==> src/hw/rtl/tcw_pkg.sv <==
// Shared types and constants of the text console character writer.
`timescale 1ns / 1ps
`default_nettype none

package tcw_pkg;

  // Fixed field widths of the item and result channels.
  localparam int ACTION_W = 1;
  localparam int CHAR_W   = 8;
  localparam int INDEX_W  = 11;
  localparam int CURSOR_W = 11;
  localparam int CELL_W   = 16;
  localparam int ATTR_W   = 8;

  // Configuration port.
  localparam int APB_ADDR_W = 3;
  localparam int APB_DATA_W = 32;

  localparam logic [ACTION_W-1:0] ACTION_READ = 1'b1;

  localparam logic [CHAR_W-1:0] CHAR_NL    = 8'h0A;
  localparam logic [CHAR_W-1:0] CHAR_CR    = 8'h0D;
  localparam logic [CHAR_W-1:0] CHAR_TAB   = 8'h09;
  localparam logic [CHAR_W-1:0] CHAR_BS    = 8'h08;
  localparam logic [CHAR_W-1:0] CHAR_BLANK = 8'h20;

  localparam logic [ATTR_W-1:0] RESET_ATTR = 8'h07;

  typedef enum logic [2:0] {
    OP_READ,
    OP_NL,
    OP_CR,
    OP_TAB,
    OP_BS,
    OP_CHAR
  } op_t;

  typedef enum logic [3:0] {
    S_CLEAR,
    S_IDLE,
    S_DECODE,
    S_READ,
    S_CHAR,
    S_TAB,
    S_COPY,
    S_DRAIN,
    S_BLANK,
    S_FINISH
  } state_t;

  // Commands from the controller to the datapath.
  typedef struct packed {
    logic latch;
    logic clear_step;
    logic scroll_start;
    logic copy_step;
    logic blank_step;
    logic scroll_done;
    logic rd;
    logic nl;
    logic cr;
    logic bs;
    logic put_char;
    logic put_tab;
    logic tab_load;
    logic finish;
  } cmd_t;

  // Status from the datapath to the controller.
  typedef struct packed {
    op_t  op;
    logic pending;
    logic row_last;
    logic bs_ok;
    logic tab_last;
    logic copy_last;
    logic scan_last;
    logic out_busy;
  } stat_t;

endpackage

`default_nettype wire

==> src/hw/rtl/tcw_apb.sv <==
// APB register slave holding the attribute byte.
`timescale 1ns / 1ps
`default_nettype none

module tcw_apb (
  input  wire logic                              clk,
  input  wire logic                              rst,
  input  wire logic                              psel,
  input  wire logic                              penable,
  input  wire logic                              pwrite,
  input  wire logic [tcw_pkg::APB_ADDR_W-1:0]    paddr,
  input  wire logic [tcw_pkg::APB_DATA_W-1:0]    pwdata,
  output logic      [tcw_pkg::APB_DATA_W-1:0]    prdata,
  output logic                                   pready,
  output logic      [tcw_pkg::ATTR_W-1:0]        attribute
);

  logic hit;

  // Only the attribute register exists; it answers at every address with the top bit clear (0 to 3).
  assign hit    = (paddr[tcw_pkg::APB_ADDR_W-1] == 1'b0);
  assign pready = 1'b1;

  always_ff @(posedge clk) begin
    if (rst) begin
      attribute <= tcw_pkg::RESET_ATTR;
    end else if (psel && penable && pwrite && hit) begin
      attribute <= pwdata[tcw_pkg::ATTR_W-1:0];
    end
  end

  always_comb begin
    prdata = '0;
    if (hit) begin
      prdata[tcw_pkg::ATTR_W-1:0] = attribute;
    end
  end

endmodule

`default_nettype wire

==> config.mk <==
export PLATFORM = sky130hd
export DESIGN_NAME = tcw_apb
export DESIGN_NICKNAME = d
export VERILOG_FILES = /design/src/hw/rtl/tcw_pkg.sv /design/src/hw/rtl/tcw_apb.sv
export SDC_FILE = /design/constraint.sdc
export NUM_CORES = 1
export LEC_CHECK = 0
export BUFFER_PORTS_ARGS = -buffer_cell sky130_fd_sc_hd__buf_2
export CELL_PAD_IN_SITES_DETAIL_PLACEMENT = 1
export CELL_PAD_IN_SITES_GLOBAL_PLACEMENT = 1
export CORE_MARGIN = 10
export CORE_UTILIZATION = 19
export CTS_CLUSTER_DIAMETER = 80
export DETAILED_ROUTE_END_ITERATION = 10
export PLACE_DENSITY_LB_ADDON = 0.1
export REMOVE_ABC_BUFFERS = 1
export SLEW_MARGIN = 20
export SYNTH_ARGS = -nofsm -noshare
export SYNTH_HDL_FRONTEND = slang
export SYNTH_SLANG_ARGS = --single-unit
==> constraint.sdc <==
create_clock -name clk -period 1 [get_ports clk]
set_clock_uncertainty 0.1 [all_clocks]
set_input_delay 0.2 -clock clk [delete_from_list [all_inputs] [get_ports clk]]
set_output_delay 0.2 -clock clk [all_outputs]
set_load 0.1 [all_outputs]
# --- Word-level counts from Yosys, hierarchy flattened ---
# Index checks and enable logic that the tools add are counted.
classes:
  add_sub_neg: 0
  n_mul: 0
  div_mod_pow: 0
  order_cmp: 0
  eq_ne: 0
  n_shift: 0
  mux: 1
  bitwise: 1
  reduce_logical: 3
op_table:
  columns: ["cell", "count"]
  rows:
  - ["2-to-1 mux 8 bit", 1]
  - ["logical AND 1 bit", 3]
  - ["NOT 1 bit", 1]
totals:
  regBits: 8
  latchBits: 0
  ram_bits: 0
  rom_bits: 0
  inputBits: 40
  out_inout_bits: 41
  word_cells: 6
  n_memories: 0

# --- Logic depth before layout (Yosys ltp) ---
depth:
  depth_word: 3
  mapped_depth: 3
  mapped_depth_nobuf: 2

# --- Least setup slack after synthesis ---
# OpenSTA, ideal clock, no wires.
synth_timing:
  path_kind: "register to output"
  start: "reg attribute[3] (netlist name)"
  end: "out prdata[3] (netlist name)"
  arrival_ns: 1.549
  t_required_ns: 0.700
  setup_slack_ns: -0.849
  path_stages_with_launch: 2
  path_buffers: 0
  cell_sequence: "dfxtp_1 -> and2b_2"
synth_via:
  elab_chain_cells: 1
synth_rtl:
  columns: ["item", "line_no", "source"]
  rows:
  - ["start: declaration", "tcw_apb.sv:15", "output logic [tcw_pkg::ATTR_W-1:0] attribute"]
  - ["start signal: assignment", "tcw_apb.sv:26", "attribute <= tcw_pkg::RESET_ATTR;"]
  - ["start signal: assignment", "tcw_apb.sv:28", "attribute <= pwdata[tcw_pkg::ATTR_W-1:0];"]
  - ["2-to-1 mux 8 bit", "tcw_apb.sv:34", "if (hit) begin"]
  - ["end: declaration", "tcw_apb.sv:13", "output logic [tcw_pkg::APB_DATA_W-1:0] prdata,"]
# No other way between the ends.

# --- Worst setup path in the final report ---
layout_timing:
  start: "reg attribute[1] (netlist name)"
  end: "out prdata[1] (netlist name)"
# Same word-level chain as after synthesis.

==> summary.md <==
| Metric | Value |
|---|---|
| Clock Sinks | 8 |
| Failing checks | negative setup slack |
| Initial core utilization | about a fifth |
| Final Hold Vio Count | 0 |
| Pin count of the biggest net entering global routing | 17 |
| Vias in the first global route | ~580 |
| Drt pass-1 iters | 2 |
| Layout cells sized above 1 | 55.0% |
| Critical path required time | roughly 0.7 ns |
| Most frequent cells in the layout | conb_1, buf_12, buf_2 |
| Critical Path AT | about 0.94 ns |
| Tot GR Track Use | ~6.1% |
| H-tree levels | 1 |
| Initial antenna violation count | 0 |
| DP Cell Count | 148 |
| Die Wd | 76.9 µm |
| Gr ovfl total | 0 |
| DRC viols | 0 |
| Commonest non-fill, non-tap cell in the layout | conb_1 |
| First-pass GRT wire length | around 2900 µm |
| Pre-CTS setup slack | -0.170 ns |
| Reg area | about 170 µm² |
| Crit Path Class | reg2out |
| Setup ws final | -0.237 ns |
| CP Max Fanout | 2 |
| Synthesized cell area | just over 600 µm² |
| Layout area overhead | 76.8% |
| Worst-skew pair later-pin latency | between 0.2 and 0.3 ns |
| Tcrit/Tclk final | 124% |
| Most flops, register | attribute |
| Seq/Total Area, Yosys | between 20% and 30% |
| CTS Root Cell | clkbuf_4 |
| Mapped Avg Cell Area | slightly below 9 µm² |
| Violation count after the first detailed-route iteration | 4 |
| DRT Wirelength | 1850 µm |
| RSZ-0062 raised after global routing | yes |
| Die ar. | 5920 µm² |
| Wire per inst | between 10 and 15 µm |
| CTS clock-pin slew for the worst setup and hold paths | 0.06 ns |
| Leak Pwr | just over 0.5 nW |
| Post-DP HPWL | ~1500 µm |
| Core Region | roughly 3100 µm² |
| Total power | roughly 0.0013 W |
| Maxcap violations | 0 |
| Die Ht | 76.9 µm |
| Critical Path End Type | output pin |
| Post-route non-filler standard cell count | approximately 160 |
| Max reg flops | 8 |
| Synth warn | 0 |
| Area of the multi-input gates | ~340 µm² |
| Highest clock rate | roughly 810 MHz |
| Final Critical Period | approximately 1.2 ns |
| Yosys cell types | 10 |
| Setup-failing EPs final | 16 |
| Total CTS buffers | 3 |
| Outcome | complete, but fails checks |
| CP Launch Type | register |
| VDD IR max | around 0.42 mV |
| Slew Viols, Final | 0 |
| Post-Synthesis Cells | 70 |
| GPL Wtd Cong | 0.590 |
| Routed via count | approximately 510 |
| Antenna cells | 0 |
| Post-synthesis register bit count | 8 |
| Top Registers | attribute: 8 flops |
| IO buf count | 29 |
| Min-Delay Path Class | in2reg |
| Remaining antenna violation count after routing | 0 |
| Clock buffer depth | 2 |
| Fillers | 368 |
| P per Cell Area | 1190 nW/µm² |
| Num rows | 20 |
| Via density | 3.30 |
| Nets@finish | 153 |
| Ports | 81 |
| CTS tree | built |
[per-stage QoR]
| step | instance area, µm² | setup TNS (ns) | utilization (%) | hold slack, ns |
|---|---|---|---|---|
| floorplan | 499 | -11.38 | - | 0.255 |
| global placement | 1010 | -2.16 | 32.7 | 0.360 |
| detailed placement | 1010 | -2.33 | 32.7 | 0.366 |
| CTS | 1040 | -3.42 | 33.9 | 0.0934 |
| global route | 1090 | -3.64 | 35.4 | 0.109 |
| finish | 1090 | -3.02 | 35.4 | 0.106 |
[worst paths after layout]
| path | cells after the start | end | start | slack (ns) |
|---|---|---|---|---|
| worst max-delay path | 2 | prdata[1] | attribute[1]$_SDFFE_PP1P_ | -0.24 |
| worst min-delay path | 3 | attribute[0]$_SDFFE_PP1P_ | pwdata[0] | 0.11 |
| worst max register to register | 4 | attribute[5]$_SDFFE_PP0P_ | attribute[5]$_SDFFE_PP0P_ | 0.12 |
| worst min register to register | 3 | attribute[4]$_SDFFE_PP0P_ | attribute[4]$_SDFFE_PP0P_ | 0.51 |
[synthesized netlist by cell type, drive strengths merged]
master  count  share of area, %
nor2        6               3.7
conb        2               1.2
clkbuf      1              0.61
buf        26                32
and4b       1               1.6
and2b       8                11
nand2b     10                10
dfxtp       8                26
mux2i       8                13
[logic make-up after synthesis]
group | count (synthesis) | synth area share [%]
AND/OR/NAND/NOR | 25 | 26.8
other | 2 | 1.22
buffers and inverters | 27 | 32.9
flip-flops | 8 | 26.0
multiplexers | 8 | 13.0
[power breakdown]
group / internal [W] / total [W] / switching, W
logic: 0.000125 / 0.000716 / 0.000591
registers: 0.000327 / 0.000331 / 0.00000381
clock network: 0.000137 / 0.000246 / 0.000109
[routing by layer]
metal / part of all wire, % / GRT usage [%]
met1: 39 / 6.26
met5: 0 / 0
met2: 42 / 8.43
met3: 18 / 5.36
met4: 1.1 / 2.79
[worst max-delay path, cell delays in order (launching register included)]
cell and delay [ns]:
dfxtp_2 0.32, and2b_2 0.20, buf_12 0.16
[final cells by class]
cell class	instances	share of cell area [%]
repair buffers	42	46.1
clock buffers	3	2.07
flip-flops and latches	8	15.6
multi-input cells	58	31.1
well taps	44	5.06
[repair_timing]
action	4_1_cts	5_1_grt
gates resized for setup	6	7
hold buffers	0	0
buffers inserted	1	3
setup endpoints to repair	16	16
(Power assumes the default switching activity.)
