## config.mk

```make
export PLATFORM = sky130hd
export DESIGN_NAME = tcw_ctrl
export DESIGN_NICKNAME = d
export VERILOG_FILES = /design/src/hw/rtl/tcw_pkg.sv /design/src/hw/rtl/tcw_ctrl.sv
export SDC_FILE = /design/constraint.sdc
export NUM_CORES = 1
export LEC_CHECK = 0
export BUFFER_PORTS_ARGS = -buffer_cell sky130_fd_sc_hd__buf_2
export CORE_MARGIN = 4
export CORE_UTILIZATION = 48
export DETAILED_ROUTE_END_ITERATION = 12
export GPL_TIMING_DRIVEN = 0
export PLACE_DENSITY_LB_ADDON = 0.05
export SLEW_MARGIN = 20
export SYNTH_ARGS = -nofsm -noshare
export SYNTH_HDL_FRONTEND = slang
export SYNTH_SLANG_ARGS = --single-unit
```

## constraint.sdc

```tcl
create_clock -name clk -period 2.3 [get_ports clk]
set_input_delay 0.115 -clock clk [delete_from_list [all_inputs] [get_ports clk]]
set_output_delay 0.115 -clock clk [all_outputs]
set_load 0.05 [all_outputs]
```

## src/hw/rtl/tcw_pkg.sv

```systemverilog
// Shared types and constants of the text console character writer.
`timescale 1ns / 1ps
`default_nettype none

package tcw_pkg;

  // Fixed field widths of the item and result channels.
  localparam int ACTION_W = 1;
  localparam int CHAR_W   = 8;
  localparam int INDEX_W  = 11;
  localparam int CURSOR_W = 11;
  localparam int CELL_W   = 16;
  localparam int ATTR_W   = 8;

  // Configuration port.
  localparam int APB_ADDR_W = 3;
  localparam int APB_DATA_W = 32;

  localparam logic [ACTION_W-1:0] ACTION_READ = 1'b1;

  localparam logic [CHAR_W-1:0] CHAR_NL    = 8'h0A;
  localparam logic [CHAR_W-1:0] CHAR_CR    = 8'h0D;
  localparam logic [CHAR_W-1:0] CHAR_TAB   = 8'h09;
  localparam logic [CHAR_W-1:0] CHAR_BS    = 8'h08;
  localparam logic [CHAR_W-1:0] CHAR_BLANK = 8'h20;

  localparam logic [ATTR_W-1:0] RESET_ATTR = 8'h07;

  typedef enum logic [2:0] {
    OP_READ,
    OP_NL,
    OP_CR,
    OP_TAB,
    OP_BS,
    OP_CHAR
  } op_t;

  typedef enum logic [3:0] {
    S_CLEAR,
    S_IDLE,
    S_DECODE,
    S_READ,
    S_CHAR,
    S_TAB,
    S_COPY,
    S_DRAIN,
    S_BLANK,
    S_FINISH
  } state_t;

  // Commands from the controller to the datapath.
  typedef struct packed {
    logic latch;
    logic clear_step;
    logic scroll_start;
    logic copy_step;
    logic blank_step;
    logic scroll_done;
    logic rd;
    logic nl;
    logic cr;
    logic bs;
    logic put_char;
    logic put_tab;
    logic tab_load;
    logic finish;
  } cmd_t;

  // Status from the datapath to the controller.
  typedef struct packed {
    op_t  op;
    logic pending;
    logic row_last;
    logic bs_ok;
    logic tab_last;
    logic copy_last;
    logic scan_last;
    logic out_busy;
  } stat_t;

endpackage

`default_nettype wire

```

## src/hw/rtl/tcw_ctrl.sv

```systemverilog
// Controller state machine of the character writer.
`timescale 1ns / 1ps
`default_nettype none

module tcw_ctrl (
  input  wire logic            clk,
  input  wire logic            rst,
  input  wire logic            in_valid,
  output logic                 in_ready,
  input  wire tcw_pkg::stat_t  stat,
  output tcw_pkg::cmd_t        cmd
);

  tcw_pkg::state_t state, state_next;
  tcw_pkg::state_t resume, resume_next;

  always_ff @(posedge clk) begin
    if (rst) begin
      state  <= tcw_pkg::S_CLEAR;
      resume <= tcw_pkg::S_FINISH;
    end else begin
      state  <= state_next;
      resume <= resume_next;
    end
  end

  // Next state; resume records where to go once a scroll has finished.
  always_comb begin
    state_next  = state;
    resume_next = resume;
    case (state)
      tcw_pkg::S_CLEAR: begin
        if (stat.scan_last) state_next = tcw_pkg::S_IDLE;
      end
      tcw_pkg::S_IDLE: begin
        if (in_valid) state_next = tcw_pkg::S_DECODE;
      end
      tcw_pkg::S_DECODE: begin
        case (stat.op)
          tcw_pkg::OP_READ: state_next = tcw_pkg::S_READ;
          tcw_pkg::OP_NL: begin
            if (stat.row_last) begin
              state_next  = tcw_pkg::S_COPY;
              resume_next = tcw_pkg::S_FINISH;
            end else begin
              state_next = tcw_pkg::S_FINISH;
            end
          end
          tcw_pkg::OP_TAB: state_next = tcw_pkg::S_TAB;
          tcw_pkg::OP_CHAR: begin
            if (stat.pending) begin
              state_next  = tcw_pkg::S_COPY;
              resume_next = tcw_pkg::S_CHAR;
            end else begin
              state_next = tcw_pkg::S_CHAR;
            end
          end
          default: state_next = tcw_pkg::S_FINISH;
        endcase
      end
      tcw_pkg::S_READ: state_next = tcw_pkg::S_FINISH;
      tcw_pkg::S_CHAR: state_next = tcw_pkg::S_FINISH;
      tcw_pkg::S_TAB: begin
        if (stat.pending) begin
          state_next  = tcw_pkg::S_COPY;
          resume_next = tcw_pkg::S_TAB;
        end else if (stat.tab_last) begin
          state_next = tcw_pkg::S_FINISH;
        end
      end
      tcw_pkg::S_COPY: begin
        if (stat.copy_last) state_next = tcw_pkg::S_DRAIN;
      end
      tcw_pkg::S_DRAIN: state_next = tcw_pkg::S_BLANK;
      tcw_pkg::S_BLANK: begin
        if (stat.scan_last) state_next = resume;
      end
      tcw_pkg::S_FINISH: begin
        if (!stat.out_busy) state_next = tcw_pkg::S_IDLE;
      end
      default: state_next = tcw_pkg::S_CLEAR;
    endcase
  end

  always_comb begin
    cmd      = '0;
    in_ready = 1'b0;
    case (state)
      tcw_pkg::S_CLEAR: cmd.clear_step = 1'b1;
      tcw_pkg::S_IDLE: begin
        in_ready  = 1'b1;
        cmd.latch = in_valid;
      end
      tcw_pkg::S_DECODE: begin
        case (stat.op)
          tcw_pkg::OP_NL: begin
            cmd.nl           = !stat.row_last;
            cmd.scroll_start = stat.row_last;
          end
          tcw_pkg::OP_CR:   cmd.cr = 1'b1;
          tcw_pkg::OP_TAB:  cmd.tab_load = 1'b1;
          tcw_pkg::OP_BS:   cmd.bs = stat.bs_ok;
          tcw_pkg::OP_CHAR: cmd.scroll_start = stat.pending;
          default: ;
        endcase
      end
      tcw_pkg::S_READ: cmd.rd = 1'b1;
      tcw_pkg::S_CHAR: cmd.put_char = 1'b1;
      tcw_pkg::S_TAB: begin
        cmd.scroll_start = stat.pending;
        cmd.put_tab      = !stat.pending;
      end
      tcw_pkg::S_COPY: cmd.copy_step = 1'b1;
      tcw_pkg::S_BLANK: begin
        cmd.blank_step  = 1'b1;
        cmd.scroll_done = stat.scan_last;
      end
      tcw_pkg::S_FINISH: cmd.finish = !stat.out_busy;
      default: ;
    endcase
  end

endmodule

`default_nettype wire

```

Yosys cells after proc, flatten, opt, wreduce, memory -nomap -nowiden
Cells that the tools add are included.

operators by class
  eq/ne operators = 24
  multiplexer cells = 33
  reductions and logical operators = 9

operators with widths
  kind                  count
  $mux W4               11
  $pmux W4 S9           1
  $eq A4 B3 Y1 const B  4
  $pmux W4 S2           2
  $pmux W4 S4           1
  $mux W1               13
  $ne A2 B2 Y1 const B  6
  $ne A3 B3 Y1 const B  3
  $eq A4 B2 Y1 const B  2
  $eq A4 B4 Y1 const B  2
  $eq A3 B2 Y1 const B  2
  $eq A3 B3 Y1 const B  2
  $reduce_and A6 Y1     1
  $reduce_and A5 Y1     1
  $eq A4 B1 Y1 const B  1
  $logic_not A4 Y1      1
  $mux W2               2
  $pmux W1 S2           2
  $eq A3 B1 Y1 const B  1
  $logic_not A1 Y1      3
  $logic_not A3 Y1      1
  $mux W3               1
  $ne A3 B1 Y1 const B  1
  $reduce_bool A2 Y1    1
  $reduce_or A2 Y1      1

storage, ports and cells
  bits in registers = 8
  bits of input ports = 13
  output and inout port bits = 15

Depth between registers and ports, before layout
  depth in word-level cells = 3
  depth in mapped cells = 7
  depth with buffers taken out = 5

Worst setup path before layout
Ideal clock, no wire load.

  path type = register to output
  from = reg state[3]
  to = out cmd[8] (netlist bit)
  arrival time = 2.933 ns
  required time = 2.185 ns
  path slack = -0.748 ns
  cell stages (with the launch flop) = 5
  path buffers = 1
  cells stage by stage = dfxtp_1 -> buf_2 -> inv_1 -> nor4_1 -> and2_1

RTL lines
  element                   line            text
  start: declaration        tcw_ctrl.sv:14  tcw_pkg::state_t state, state_next;
  start signal: assignment  tcw_ctrl.sv:19  state <= tcw_pkg::S_CLEAR;
  start signal: assignment  tcw_ctrl.sv:22  state <= state_next;
  end: declaration          tcw_ctrl.sv:11  output tcw_pkg::cmd_t cmd

==> metrics.cfg <==
[timing]
hold_viol_final = 0
rsz0062_at_grt = false
fmax_mhz = 466
tightestPinTransition_ns = 0.530
setup_slack_ns = 0.152
worst_slew_margin_rel_pct = 64.3
finalCriticalPeriod_ns = 2.15
setup_viol = 0
maxSlewViolCount = 0
period_share_pct = 93.4
tns_ns = 0
skew_ns = 0.00473

[routing]
viasPerCell = 6.04
dr.max_layer_used = met4
drtIter0Drc = 48
wl_met1_um = 933
wl_per_cell_um = 14.9
wl_met3_um = 247
ant_nets = 0
dr.pass1.iters = 4
drcViolationCount = 0
totalWireLength_um = 2250
dr_wl_met2_um = 1030
vias = 912

[yosys]
syn_inst = 107
ys_types = 41
syn_area_per_cell_um2 = 7.12
synth_edf_count = 0
syn-num-nets = 120
synth_top_cell_by_area = dfxtp_1
synthMostInstantiatedCell = nor2_1
syn_area_um2 = 762
ys_seq_elements = 7
async_flop_share_pct = 0
synth_warnings = 0
synth_common_cells = 11 x nor2_1, 7 x dfxtp_1, 7 x nor4_1
ys_top_cells_by_area = dfxtp_1 18%, nor4_1 5.7%, nor2_1 5.4%, nor3_1 3.9%, a2111oi_4 3.6%
synth.top_cell.area_share_pct = 18.4
ys.flop_type = dfxtp_1
yosysSeqAreaShare_pct = 18.4

[global_routing]
antenna_found_initial = 0
grt_pass1_wl_um = 3380
overflow = 0
grt_max_degree = 11
track_usage_pct = 20.8
first_global_vias = 747

[pwr]
power.density_nw_per_um2 = 791
leakage_nw = 0.409
vdd_drop_max_v = 0.000440

[cts]
cts_tree = yes
cts_hold_buf = 0
root_buffer = clkbuf_4
cts.sinks = 7
postCtsSetupBuffers = 0
cts_buffers = 3
clk_latency_ns = 0.27
clk_path_buf_depth = 2
cts_resized = 0
h-tree-depth = 1
clkSlewWorstSetupHoldPaths_ns = 0.05

[critical_path]
cp-end-kind = output pin
crit_slowest_cell = or4b_4
start_kind = flop
max_stage_delay_ns = 0.50
worstPathArrival_ns = 2.03
critPathKind = flop to output pin
required_ns = 2.18
crit_fanout = 7
path_cells = or4b_4 > buf_6 > nor2_4 > and3_4 > a21oi_2 > inv_1 > buf_2

[final_layout]
drive_gt1_share_pct = 32.6
multi_input_area_um2 = 572
syn2layout_area_growth_pct = 26.1
layout.cells.non_filler = 151
fin_util_pct = 63.8
fillers = 150
final_cell_area_um2 = 961
antennaDiodeCount = 0
regArea_um2 = 140
finalNetCount = 149

[placement]
preCtsSetupSlack_ns = 0.446
portBuffers = 24
place_inst = 147
gp_congestion = 0.898
placed_area_um2 = 935
place_hpwl_um = 1680

[die]
io_pins = 28
die_area_um2 = 2290
die_x_um = 47.8
start_util_pct = 50.6
num_rows = 14
die_h_um = 47.8
core_area_um2 = 1510

[outcome]
status = finished clean

[run]
cap_violations = 0

[min_path]
hold_class = primary input to flop

-- path summary, 6_finish.rpt --
check / slack [ns] / end / startpoint / cells after the start
max: 0.15 / cmd[11] / state[1] / 7
max reg2reg: 0.39 / state[0] / state[1] / 6
min reg2reg: 0.46 / resume[2] / resume[2] / 2
min: 0.19 / state[2] / rst / 2
-- power breakdown --
group          total [W]  internal (W)  switching [W]
clock network   0.000119     0.0000666      0.0000524
registers       0.000164      0.000140      0.0000242
logic           0.000477      0.000147       0.000331
-- area by class of cell --
cell class	count	area share (%)
plain buffers	11	6.25
clock buffers	4	2.73
inverters	6	2.34
multi-input cells	83	59.5
flip-flops and latches	7	14.6
well taps	16	2.08
repair buffers	24	12.5
-- metrics by stage --
step	total power, W	hold slack [ns]
5_1_grt	0.000801	0.216
2_1_floorplan	0.000528	0.302
4_1_cts	0.000753	0.190
3_3_place_gp	0.000627	0.452
3_5_place_dp	0.000633	0.447
6_report	0.000760	0.190
-- layout by cell type, fill, tap and decap left out, drive strengths merged, types with 3 or more instances in the layout --
cell and count:
a21oi 6, buf 30, clkbuf 9, dfxtp 7, inv 6, nand2 6
nand2b 4, nand3 3, nor2 12, nor2b 4, nor3 6, nor4 7
o21ai 4, or2 3
-- sequential cells by signal (all words and copies together) (netlist names) --
register and flops:
state 4, resume 3
-- metal layers --
layer	GRT usage (%)	vias up
met3	4.51	7
met4	3.76	0
met5	0	-
met1	27.4	406
met2	35.1	50
li1	-	449
-- worst max-delay path, delay by kind of cell, from the launching register on --
kind	cells	cell delay, ns
AO/OA/AOI/OAI	1	0.06
AND/OR/NAND/NOR	3	0.79
buffers and inverters	3	0.47
flip-flops	1	0.45
-- cell families (layout without fill, tap and decap cells) --
group                  after synthesis  in the layout  share of synthesized area, %
multiplexers                         1              1                          1.31
AO/OA/AOI/OAI                       28             28                          28.4
buffers and inverters               17             45                          10.8
flip-flops                           7              7                          18.4
AND/OR/NAND/NOR                     54             54                          41.0
Power figures use the tool's default switching activity.
